--- src/vehicle_safety_fault_supervisor_core_macros.svh ---
// ----------------------------------------------------------------------------
// Assertion macros
// Clocked property checks, compiled out for synthesis.
// ----------------------------------------------------------------------------
`ifndef VEHICLE_SAFETY_FAULT_SUPERVISOR_CORE_MACROS_SVH
`define VEHICLE_SAFETY_FAULT_SUPERVISOR_CORE_MACROS_SVH

`ifndef SYNTHESIS
// check with reset masking
`define VSFS_ASSERT(lbl, clk, rst, prop, msg) \
  lbl: assert property (@(posedge clk) disable iff (rst) prop) else $error(msg);
// check that also holds during reset
`define VSFS_ASSERT_NR(lbl, clk, prop, msg) \
  lbl: assert property (@(posedge clk) prop) else $error(msg);
`else
`define VSFS_ASSERT(lbl, clk, rst, prop, msg)
`define VSFS_ASSERT_NR(lbl, clk, prop, msg)
`endif

`endif

--- src/vsfs_pkg.sv ---
// ----------------------------------------------------------------------------
// vsfs_pkg
// Shared types, codes and helpers of the fault supervisor.
// ----------------------------------------------------------------------------
package vsfs_pkg;

  localparam logic [2:0] OP_UPDATE = 3'd0;
  localparam logic [2:0] OP_IMU    = 3'd1;
  localparam logic [2:0] OP_KICK   = 3'd2;
  localparam logic [2:0] OP_START  = 3'd3;
  localparam logic [2:0] OP_CLEAR  = 3'd4;

  localparam int F_ESTOP  = 0;
  localparam int F_ADC    = 1;
  localparam int F_LOWBAT = 2;
  localparam int F_IMU    = 3;
  localparam int F_COMM   = 4;
  localparam int F_ENC    = 5;

  localparam logic [2:0] REG_BATTERY_LOW_MV       = 3'd0;
  localparam logic [2:0] REG_BATTERY_RECOVER_MV   = 3'd1;
  localparam logic [2:0] REG_LOW_BATTERY_DELAY_MS = 3'd2;
  localparam logic [2:0] REG_IMU_TIMEOUT_MS       = 3'd3;
  localparam logic [2:0] REG_COMM_TIMEOUT_MS      = 3'd4;
  localparam logic [2:0] REG_ENCODER_TEST_EFFORT  = 3'd5;
  localparam logic [2:0] REG_ENCODER_MIN_RATE     = 3'd6;
  localparam logic [2:0] REG_ENCODER_DELAY_MS     = 3'd7;

  typedef struct packed {
    logic [15:0] effort_min;
    logic [23:0] rate_min;
    logic [15:0] delay_ms;
  } lane_cfg_t;

  typedef struct packed {
    logic        update;
    logic        active;
    logic [31:0] now_ms;
  } lane_ctl_t;

  typedef struct packed {
    logic [5:0]  fault_mask;
    logic        stop_drive;
    logic        request_granted;
    logic [31:0] command_age_ms;
    logic        estop_seen;
    logic        imu_ok;
  } result_t;

  // two's complement magnitude; the most negative value maps to 2^(w-1)
  function automatic logic [15:0] abs16(input logic signed [15:0] v);
    abs16 = v[15] ? (16'h0 - v) : v;
  endfunction

  function automatic logic [23:0] abs24(input logic signed [23:0] v);
    abs24 = v[23] ? (24'h0 - v) : v;
  endfunction

endpackage

--- src/vsfs_wheel_lane.sv ---
// ----------------------------------------------------------------------------
// vsfs_wheel_lane
// Stall timer for one wheel: high effort with low encoder rate over a delay.
// ----------------------------------------------------------------------------
module vsfs_wheel_lane (
  input  logic                    clk,
  input  logic                    rst,
  input  vsfs_pkg::lane_ctl_t     ctl,
  input  vsfs_pkg::lane_cfg_t     cfg,
  input  logic signed [15:0]      effort,
  input  logic signed [23:0]      rate,
  output logic                    fault
);

  logic        timing;
  logic [31:0] since;
  logic        stalled;
  logic [31:0] age;

  assign stalled = (vsfs_pkg::abs16(effort) >= cfg.effort_min) &&
                   (vsfs_pkg::abs24(rate) < cfg.rate_min);
  assign age     = ctl.now_ms - since;
  assign fault   = ctl.active && stalled && timing && (age >= {16'h0, cfg.delay_ms});

  always_ff @(posedge clk) begin
    if (rst) begin
      timing <= 1'b0;
      since  <= 32'h0;
    end else if (ctl.update) begin
      if (ctl.active && stalled) begin
        if (!timing) begin
          timing <= 1'b1;
          since  <= ctl.now_ms;
        end
      end else begin
        timing <= 1'b0;
      end
    end
  end

endmodule

--- src/vsfs_out_buf.sv ---
// ----------------------------------------------------------------------------
// vsfs_out_buf
// Output register with a skid entry so a new item lands while one waits.
// ----------------------------------------------------------------------------
`include "vehicle_safety_fault_supervisor_core_macros.svh"

module vsfs_out_buf (
  input  logic              clk,
  input  logic              rst,
  input  logic              push,
  input  vsfs_pkg::result_t push_data,
  output logic              full,
  output logic              out_valid,
  input  logic              out_stall,
  output vsfs_pkg::result_t out_data
);

  logic              skid_valid;
  vsfs_pkg::result_t skid_data;
  logic              take;
  logic              load_out;
  logic              load_skid;

  assign full      = skid_valid;
  assign take      = out_valid && !out_stall;
  assign load_out  = push && (!out_valid || take);
  assign load_skid = push && out_valid && !take;

  always_ff @(posedge clk) begin
    if (rst) begin
      out_valid  <= 1'b0;
      skid_valid <= 1'b0;
    end else begin
      if (take && skid_valid) begin
        out_valid  <= 1'b1;
        skid_valid <= 1'b0;
      end else if (load_out) begin
        out_valid <= 1'b1;
      end else if (load_skid) begin
        skid_valid <= 1'b1;
      end else if (take) begin
        out_valid <= 1'b0;
      end
    end
  end

  always_ff @(posedge clk) begin
    if (take && skid_valid) begin
      out_data <= skid_data;
    end else if (load_out) begin
      out_data <= push_data;
    end
    if (load_skid) begin
      skid_data <= push_data;
    end
  end

  `VSFS_ASSERT(a_skid_needs_out, clk, rst, skid_valid |-> out_valid, "skid full, out empty")
  `VSFS_ASSERT(a_push_to_skid, clk, rst, (push && out_valid && out_stall) |=> skid_valid, "push lost")
  `VSFS_ASSERT(a_skid_drains, clk, rst, (skid_valid && !out_stall) |=> (out_valid && !skid_valid), "skid not drained")

endmodule

--- src/vehicle_safety_fault_supervisor_core.sv ---
// ----------------------------------------------------------------------------
// vehicle_safety_fault_supervisor_core
// Drive fault supervisor: latches faults from timestamped events.
//
//  channel  dir  handshake             payload
//  in       in   in_valid / in_stall   opcode, now_ms, sensors, efforts, rates
//  out      out  out_valid / out_stall fault_mask .. imu_ok
//  cfg      in   cfg_valid / cfg_ready cfg_index, cfg_data
//
// One item per cycle while in_stall is low; each result is registered in the output buffer on accept.
// All state, including the per-wheel stall lanes, updates in the accept cycle.
// A two-entry output buffer (register plus skid) keeps in_stall low until two
// results wait; in_stall is the skid occupancy. cfg_ready is always high.
// Reset (synchronous) loads register defaults and clears state; the battery sample time is preset to -PERIOD.
// ----------------------------------------------------------------------------
`include "vehicle_safety_fault_supervisor_core_macros.svh"

module vehicle_safety_fault_supervisor_core #(
  parameter int          WHEEL_COUNT              = 4,
  parameter int unsigned BATTERY_SAMPLE_PERIOD_MS = 20
) (
  input  logic               clk,
  input  logic               rst,
  input  logic               in_valid,
  output logic               in_stall,
  input  logic [2:0]         opcode,
  input  logic [31:0]        now_ms,
  input  logic               estop_pressed,
  input  logic [15:0]        battery_mv,
  input  logic               adc_sample_ok,
  input  logic [1:0]         drive_status,
  input  logic signed [15:0] left_effort,
  input  logic signed [15:0] right_effort,
  input  logic signed [23:0] left_front_rate,
  input  logic signed [23:0] left_rear_rate,
  input  logic signed [23:0] right_front_rate,
  input  logic signed [23:0] right_rear_rate,
  output logic               out_valid,
  input  logic               out_stall,
  output logic [5:0]         fault_mask,
  output logic               stop_drive,
  output logic               request_granted,
  output logic [31:0]        command_age_ms,
  output logic               estop_seen,
  output logic               imu_ok,
  input  logic               cfg_valid,
  output logic               cfg_ready,
  input  logic [2:0]         cfg_index,
  input  logic [23:0]        cfg_data
);

  localparam logic [31:0] PERIOD     = 32'(BATTERY_SAMPLE_PERIOD_MS);
  localparam logic [31:0] BATT_RESET = 32'h0 - PERIOD;

  // configuration
  logic [15:0] battery_low_mv, battery_recover_mv, low_battery_delay_ms;
  logic [15:0] imu_timeout_ms, comm_timeout_ms, encoder_test_effort, encoder_delay_ms;
  logic [23:0] encoder_min_rate;

  // state
  logic [5:0]  latched_faults;
  logic [31:0] last_command_time, last_imu_time, last_battery_sample_time;
  logic [31:0] low_battery_since, refresh_time;
  logic        low_battery_timing, imu_healthy_flag, estop_flag, adc_healthy_flag;

  logic [5:0]  latched_faults_next;
  logic [31:0] last_command_time_next, last_imu_time_next, last_battery_sample_time_next;
  logic [31:0] low_battery_since_next, refresh_time_next;
  logic        low_battery_timing_next, imu_healthy_flag_next;
  logic        estop_flag_next, adc_healthy_flag_next;

  logic              accept;
  logic              is_update, is_start, is_clear, do_refresh;
  logic              running, closed;
  logic              sample_due, adc_now, batt_low, lowbat_hit, imu_bad, comm_hit;
  logic              start_ok, clear_ok, enc_hit;
  logic [15:0]       need_mv;
  logic [5:0]        base_faults, refresh_faults, update_faults;
  logic              stop_res, grant_res;
  logic [WHEEL_COUNT-1:0] lane_fault;
  logic signed [23:0] rates [4];
  vsfs_pkg::lane_cfg_t lane_cfg;
  vsfs_pkg::lane_ctl_t lane_ctl;
  vsfs_pkg::result_t   result, out_data;

  assign cfg_ready = 1'b1;
  assign accept    = in_valid && !in_stall;
  assign running   = drive_status[0];
  assign closed    = drive_status[1];
  assign is_update = (opcode == vsfs_pkg::OP_UPDATE);
  assign is_start  = (opcode == vsfs_pkg::OP_START);
  assign is_clear  = (opcode == vsfs_pkg::OP_CLEAR);
  assign do_refresh = is_update || is_start || is_clear;

  always_ff @(posedge clk) begin
    if (rst) begin
      battery_low_mv       <= 16'd6600;
      battery_recover_mv   <= 16'd7000;
      low_battery_delay_ms <= 16'd1000;
      imu_timeout_ms       <= 16'd200;
      comm_timeout_ms      <= 16'd500;
      encoder_test_effort  <= 16'd300;
      encoder_min_rate     <= 24'd5;
      encoder_delay_ms     <= 16'd500;
    end else if (cfg_valid && cfg_ready) begin
      unique case (cfg_index)
        vsfs_pkg::REG_BATTERY_LOW_MV:       battery_low_mv       <= cfg_data[15:0];
        vsfs_pkg::REG_BATTERY_RECOVER_MV:   battery_recover_mv   <= cfg_data[15:0];
        vsfs_pkg::REG_LOW_BATTERY_DELAY_MS: low_battery_delay_ms <= cfg_data[15:0];
        vsfs_pkg::REG_IMU_TIMEOUT_MS:       imu_timeout_ms       <= cfg_data[15:0];
        vsfs_pkg::REG_COMM_TIMEOUT_MS:      comm_timeout_ms      <= cfg_data[15:0];
        vsfs_pkg::REG_ENCODER_TEST_EFFORT:  encoder_test_effort  <= cfg_data[15:0];
        vsfs_pkg::REG_ENCODER_MIN_RATE:     encoder_min_rate     <= cfg_data;
        vsfs_pkg::REG_ENCODER_DELAY_MS:     encoder_delay_ms     <= cfg_data[15:0];
        default: ;
      endcase
    end
  end

  // wheel lanes
  assign rates[0] = left_front_rate;
  assign rates[1] = left_rear_rate;
  assign rates[2] = right_front_rate;
  assign rates[3] = right_rear_rate;

  assign lane_cfg.effort_min = encoder_test_effort;
  assign lane_cfg.rate_min   = encoder_min_rate;
  assign lane_cfg.delay_ms   = encoder_delay_ms;
  assign lane_ctl.update     = accept && is_update;
  assign lane_ctl.active     = running && closed;
  assign lane_ctl.now_ms     = now_ms;

  for (genvar i = 0; i < WHEEL_COUNT; i++) begin : g_lane
    localparam int W = i % 4;
    vsfs_wheel_lane u_lane (
      .clk    (clk),
      .rst    (rst),
      .ctl    (lane_ctl),
      .cfg    (lane_cfg),
      .effort ((W < 2) ? left_effort : right_effort),
      .rate   (rates[W]),
      .fault  (lane_fault[i])
    );
  end

  // merge
  assign enc_hit = |lane_fault;

  // input refresh
  assign sample_due = (now_ms - last_battery_sample_time) >= PERIOD;
  assign adc_now    = sample_due ? adc_sample_ok : adc_healthy_flag;
  assign batt_low   = (battery_mv != 16'h0) && (battery_mv < battery_low_mv);
  assign lowbat_hit = batt_low && low_battery_timing &&
                      ((now_ms - low_battery_since) >= {16'h0, low_battery_delay_ms});
  assign imu_bad    = !imu_healthy_flag ||
                      ((now_ms - last_imu_time) > {16'h0, imu_timeout_ms});
  assign comm_hit   = running &&
                      ((now_ms - last_command_time) > {16'h0, comm_timeout_ms});

  always_comb begin
    base_faults = latched_faults;
    if (is_start) base_faults[vsfs_pkg::F_COMM] = 1'b0;
    refresh_faults = base_faults;
    if (estop_pressed) refresh_faults[vsfs_pkg::F_ESTOP] = 1'b1;
    if (sample_due && !adc_sample_ok) refresh_faults[vsfs_pkg::F_ADC] = 1'b1;
    if (lowbat_hit) refresh_faults[vsfs_pkg::F_LOWBAT] = 1'b1;
    if (imu_bad) refresh_faults[vsfs_pkg::F_IMU] = 1'b1;
    update_faults = refresh_faults;
    if (comm_hit) update_faults[vsfs_pkg::F_COMM] = 1'b1;
    if (enc_hit) update_faults[vsfs_pkg::F_ENC] = 1'b1;
  end

  assign need_mv  = refresh_faults[vsfs_pkg::F_LOWBAT] ? battery_recover_mv : battery_low_mv;
  assign start_ok = !(estop_pressed || !adc_now || (battery_mv < battery_low_mv) || imu_bad) &&
                    (refresh_faults == 6'h0);
  assign clear_ok = !(estop_pressed || (battery_mv < need_mv) || !adc_now || imu_bad);

  always_comb begin
    latched_faults_next           = latched_faults;
    last_command_time_next        = last_command_time;
    last_imu_time_next            = last_imu_time;
    last_battery_sample_time_next = last_battery_sample_time;
    low_battery_since_next        = low_battery_since;
    low_battery_timing_next       = low_battery_timing;
    imu_healthy_flag_next         = imu_healthy_flag;
    estop_flag_next               = estop_flag;
    adc_healthy_flag_next         = adc_healthy_flag;
    refresh_time_next             = refresh_time;
    stop_res                      = 1'b0;
    grant_res                     = 1'b0;
    if (do_refresh) begin
      refresh_time_next     = now_ms;
      estop_flag_next       = estop_pressed;
      adc_healthy_flag_next = adc_now;
      if (sample_due) last_battery_sample_time_next = now_ms;
      low_battery_timing_next = batt_low;
      if (batt_low && !low_battery_timing) low_battery_since_next = now_ms;
      latched_faults_next = refresh_faults;
    end
    case (opcode)
      vsfs_pkg::OP_UPDATE: begin
        latched_faults_next = update_faults;
        stop_res            = (update_faults != 6'h0) && running;
      end
      vsfs_pkg::OP_IMU: begin
        last_imu_time_next    = now_ms;
        imu_healthy_flag_next = 1'b1;
      end
      vsfs_pkg::OP_KICK: begin
        last_command_time_next = now_ms;
      end
      vsfs_pkg::OP_START: begin
        last_command_time_next = now_ms;
        grant_res              = start_ok;
      end
      vsfs_pkg::OP_CLEAR: begin
        if (clear_ok) begin
          latched_faults_next     = 6'h0;
          low_battery_timing_next = 1'b0;
          last_command_time_next  = now_ms;
          grant_res               = 1'b1;
        end
      end
      default: ;
    endcase
  end

  always_ff @(posedge clk) begin
    if (rst) begin
      latched_faults           <= 6'h0;
      last_command_time        <= 32'h0;
      last_imu_time            <= 32'h0;
      last_battery_sample_time <= BATT_RESET;
      low_battery_since        <= 32'h0;
      low_battery_timing       <= 1'b0;
      imu_healthy_flag         <= 1'b0;
      estop_flag               <= 1'b0;
      adc_healthy_flag         <= 1'b0;
      refresh_time             <= 32'h0;
    end else if (accept) begin
      latched_faults           <= latched_faults_next;
      last_command_time        <= last_command_time_next;
      last_imu_time            <= last_imu_time_next;
      last_battery_sample_time <= last_battery_sample_time_next;
      low_battery_since        <= low_battery_since_next;
      low_battery_timing       <= low_battery_timing_next;
      imu_healthy_flag         <= imu_healthy_flag_next;
      estop_flag               <= estop_flag_next;
      adc_healthy_flag         <= adc_healthy_flag_next;
      refresh_time             <= refresh_time_next;
    end
  end

  assign result.fault_mask      = latched_faults_next;
  assign result.stop_drive      = stop_res;
  assign result.request_granted = grant_res;
  assign result.command_age_ms  = refresh_time_next - last_command_time_next;
  assign result.estop_seen      = estop_flag_next;
  assign result.imu_ok          = imu_healthy_flag_next;

  vsfs_out_buf u_out_buf (
    .clk       (clk),
    .rst       (rst),
    .push      (accept),
    .push_data (result),
    .full      (in_stall),
    .out_valid (out_valid),
    .out_stall (out_stall),
    .out_data  (out_data)
  );

  assign fault_mask      = out_data.fault_mask;
  assign stop_drive      = out_data.stop_drive;
  assign request_granted = out_data.request_granted;
  assign command_age_ms  = out_data.command_age_ms;
  assign estop_seen      = out_data.estop_seen;
  assign imu_ok          = out_data.imu_ok;

  `VSFS_ASSERT(a_stop_grant_excl, clk, rst, out_valid |-> !(stop_drive && request_granted), "stop and grant together")
  `VSFS_ASSERT(a_stop_has_fault, clk, rst, (out_valid && stop_drive) |-> (fault_mask != 6'h0), "stop without fault")
  `VSFS_ASSERT(a_grant_clean, clk, rst, (out_valid && request_granted) |-> (fault_mask == 6'h0), "grant with faults")

endmodule
--- config.mk ---
export PLATFORM = sky130hd
export DESIGN_NAME = vehicle_safety_fault_supervisor_core
export DESIGN_NICKNAME = d
export VERILOG_FILES = /design/src/vsfs_pkg.sv /design/src/vsfs_wheel_lane.sv /design/src/vsfs_out_buf.sv /design/src/vehicle_safety_fault_supervisor_core.sv
export VERILOG_INCLUDE_DIRS = /design/src /design/src/src
export SDC_FILE = /design/constraint.sdc
export NUM_CORES = 2
export LEC_CHECK = 0
export ABC_AREA = 0
export BUFFER_PORTS_ARGS = -buffer_cell sky130_fd_sc_hd__buf_2
export CORE_ASPECT_RATIO = 1.5
export CORE_MARGIN = 4
export CORE_UTILIZATION = 40
export CTS_CLUSTER_DIAMETER = 30
export DETAILED_ROUTE_END_ITERATION = 8
export GPL_TIMING_DRIVEN = 0
export PLACE_DENSITY_LB_ADDON = 0.2
export SLEW_MARGIN = 25
export SYNTH_ARGS = -nofsm -noshare
export SYNTH_HDL_FRONTEND = slang
export SYNTH_HIERARCHICAL = 1
export SYNTH_SLANG_ARGS = --single-unit
--- constraint.sdc ---
create_clock -name clk -period 24.3 [get_ports clk]
set_input_delay 0 -clock clk [delete_from_list [all_inputs] [get_ports clk]]
set_output_delay 0 -clock clk [all_outputs]
set_load 0.005 [all_outputs]
==> results.sh <==
export IMPL_outcome="finished clean"
export IMPL_synth_top_area_share_pct=18.5
export IMPL_slew_headroom_pct=28.7
export IMPL_synth_cell_types=107
export IMPL_worst_slew_pin_slew_ps=1070
export IMPL_r2r_start="low_battery_since[6]$_SDFFE_PP0P_"
export IMPL_fin_worst_skew_ps=50.2
export IMPL_drive_gt1_share_pct=9.97
export IMPL_drt_wl_total_mm=166
export IMPL_num_rows=154
export IMPL_synthCells=6141
export IMPL_fmax_mhz=72.3
export IMPL_setup_slack_ps=10480
export IMPL_cts_tree="yes"
export IMPL_clock_root_buffer="clkbuf_16"
export IMPL_syn_cell_area_sq_um=47700
export IMPL_synthToLayoutAreaGrowth_pct=15.7
export IMPL_period_needed_ps=13820
export IMPL_drtPass1Iterations=6
export IMPL_htreeDepth=3
export IMPL_synth_ff_type="dfxtp_1"
export IMPL_synthTopCellsByCount="nand2_1 (736), a21oi_1 (630), inv_1 (625)"
export IMPL_finalCritPeriodShare_pct=56.9
export IMPL_grt_pass1_vias=44100
export IMPL_ctsResizeCount=0
export IMPL_grt_pass1_wl_mm=253
export IMPL_pin_count=260
export IMPL_synthArstFlopShare_pct=0
export IMPL_yosys_top_cells_area="dfxtp_1 (18%), ha_1 (15%), a21oi_1 (6.6%)"
export IMPL_cts_buffer_depth=3
export IMPL_num_vias=46000
export IMPL_crit_path_start="now_ms[0]"
export IMPL_place_congestion=0.941
export IMPL_multi_input_area_sq_um=32900
export IMPL_startpoint_type="input pin"
export IMPL_overflow=0
export IMPL_rsz0062_at_grt="false"
export IMPL_antenna_found_initial=7
export IMPL_max_cap_violations=0
export IMPL_n_fill_cell=11900
export IMPL_clk_pin_slew_worst_paths_ps=60
export IMPL_track_usage_pct=25.4
export IMPL_cts_setup_buffers=0
export IMPL_ir_worst_vdd_v=0.0000606
export IMPL_leakagePower_nw=22.0
export IMPL_cp_end_kind="flop"
export IMPL_dp_final_hpwl_mm=127
export IMPL_wire_per_inst_microns=20.2
export IMPL_drc=0
export IMPL_io_buffers=239
export IMPL_dieArea_sq_um=125000
export IMPL_numCtsBuffers=103
export IMPL_nets=7373
export IMPL_ys_seq_area_share_pct=23.8
export IMPL_synth_most_common_cell="nand2_1"
export IMPL_crit_arrival_ps=14300
export IMPL_synth_edff_count=84
export IMPL_yosysTopAreaCell="dfxtp_1"
export IMPL_first_iter_violations=2549
export IMPL_cpPeakStageDelay_ps=620
export IMPL_start_util_pct=40.4
export IMPL_clock_latency_ps=720
export IMPL_synth_seq_cells=524
export IMPL_path_class="in -> reg"
export IMPL_seq_area_sq_um=11300
export IMPL_syn_num_nets=6950
export IMPL_numClockSinks=524
export IMPL_chipHeight_microns=431
export IMPL_power_density_nw_per_um2=57.2
export IMPL_place_ws_ps=10710
export IMPL_slew_violations=0
export IMPL_timing_setup_tns_ps=0
export IMPL_die_w_microns=290
export IMPL_ys_warn_count=6
export IMPL_cpMostUsedCell="a21oi_1"
export IMPL_drt_vias_per_instance=5.60
export IMPL_cts_hold_fix_buffers=75
export IMPL_syn_area_per_cell_sq_um=7.77
export IMPL_fin_area_sq_um=55200
export IMPL_hp_class="in -> reg"
export IMPL_core_area_sq_um=118000
export IMPL_placed_cell_area_sq_um=51000
export IMPL_hold_path_startpoint="cfg_data[16]"
export IMPL_cp_num_buf_inv=6
export IMPL_cp_max_fo=13
export IMPL_setup_violations_final=0
export IMPL_worstPathRequired_ps=24780
export IMPL_hold_viol_final=0
export IMPL_critical_path_top_delay_family="compound AO/OA/AOI/OAI gates"
export IMPL_cp_slowest_cell="nor2_2"
export IMPL_detail_route_antenna_nets=0
export IMPL_grt_max_degree=31
## metrics by stage
| step | utilization, % | hold WS [ps] | total power, mW | cells |
|---|---|---|---|---|
| 2_1_floorplan | - | 69.1 | 1.49 | 6141 |
| 3_3_place_gp | 43.1 | 252 | 1.73 | 7940 |
| 3_5_place_dp | 43.2 | 249 | 1.74 | 7944 |
| 4_1_cts | 46.8 | 37.0 | 3.18 | 8209 |
| 5_1_grt | 46.8 | 84.1 | 3.31 | 8210 |
| 6_report | 46.8 | 85.2 | 3.16 | 8217 |
## worst paths after layout
check	endpoint	slack, ps	cells after the start
hold / removal	encoder_min_rate[16]$_SDFFE_PP0P_	90	4
setup / recovery	u_out_buf/out_data[32]$_DFFE_PP_	10480	54
hold reg to reg	refresh_time[13]$_SDFFE_PP0P_	450	2
setup reg to reg	u_out_buf/out_data[32]$_DFFE_PP_	10930	52
## kinds of logic after synthesis
logic type	after synthesis	share of synthesized area [%]
and+or+nand+nor	1908	19.2
xor gates and xnor gates	312	5.73
other	1	0.00786
buffers and inverters	883	7.37
AOI/OAI and AO/OA	1622	21.7
adders and majority gates	594	15.7
muxes	297	6.49
DFF	524	23.8
## per-layer routing
layer	routed length [microns]	share of wire (%)	track usage, %	vias to the layer above
li1	-	-	-	22700
met1	67900	41	29.3	21800
met2	81300	49	45.9	1226
met3	7990	4.8	3.54	335
met4	8990	5.4	13.1	2
met5	7	0.0042	0	-
## tightest hold or removal path: stages
cell and delay, ps:
dlygate4sd3_1 530, buf_2 120, nand2_1 50, a21oi_1 50
## sequential cells by signal (all words and copies together) (netlist names), 32 cells and up
register / count
last_battery_sample_time: 32
last_imu_time: 32
g_lane.u_lane/since: 128
last_command_time: 32
u_out_buf/out_data: 42
refresh_time: 32
low_battery_since: 32
u_out_buf/skid_data: 42
## area by class of cell
| type | instances | area share [%] |
|---|---|---|
| clock inverters | 77 | 1.49 |
| plain buffers | 257 | 2.11 |
| repair buffers | 318 | 3.68 |
| flip-flops and latches | 524 | 20.5 |
| multi-input cells | 4734 | 59.6 |
| inverters | 626 | 4.26 |
| diodes | 8 | 0.0363 |
| clock buffers | 113 | 4.79 |
| well taps | 1560 | 3.54 |
## power breakdown
part           total (mW)  internal (mW)  switching (mW)
clock                1.42          0.875           0.541
combinational       0.797          0.319           0.477
sequential          0.947          0.928          0.0188
total                3.16           2.12            1.04
## layout by cell type (no fill, tap or decap), drive strengths merged, types with 61 or more instances in the layout
cell type,count
nor2,431
ha,585
nand4,94
o21a,61
buf,297
clkbuf,316
nand2b,100
inv,648
a21o,131
nand3,120
edfxtp,84
nand2,736
a21oi,635
nor3,84
o21ai,294
dlygate4sd3,75
mux2,88
mux2i,209
dfxtp,440
xnor2,263
Note: power is estimated with default switching activity, not from simulation.
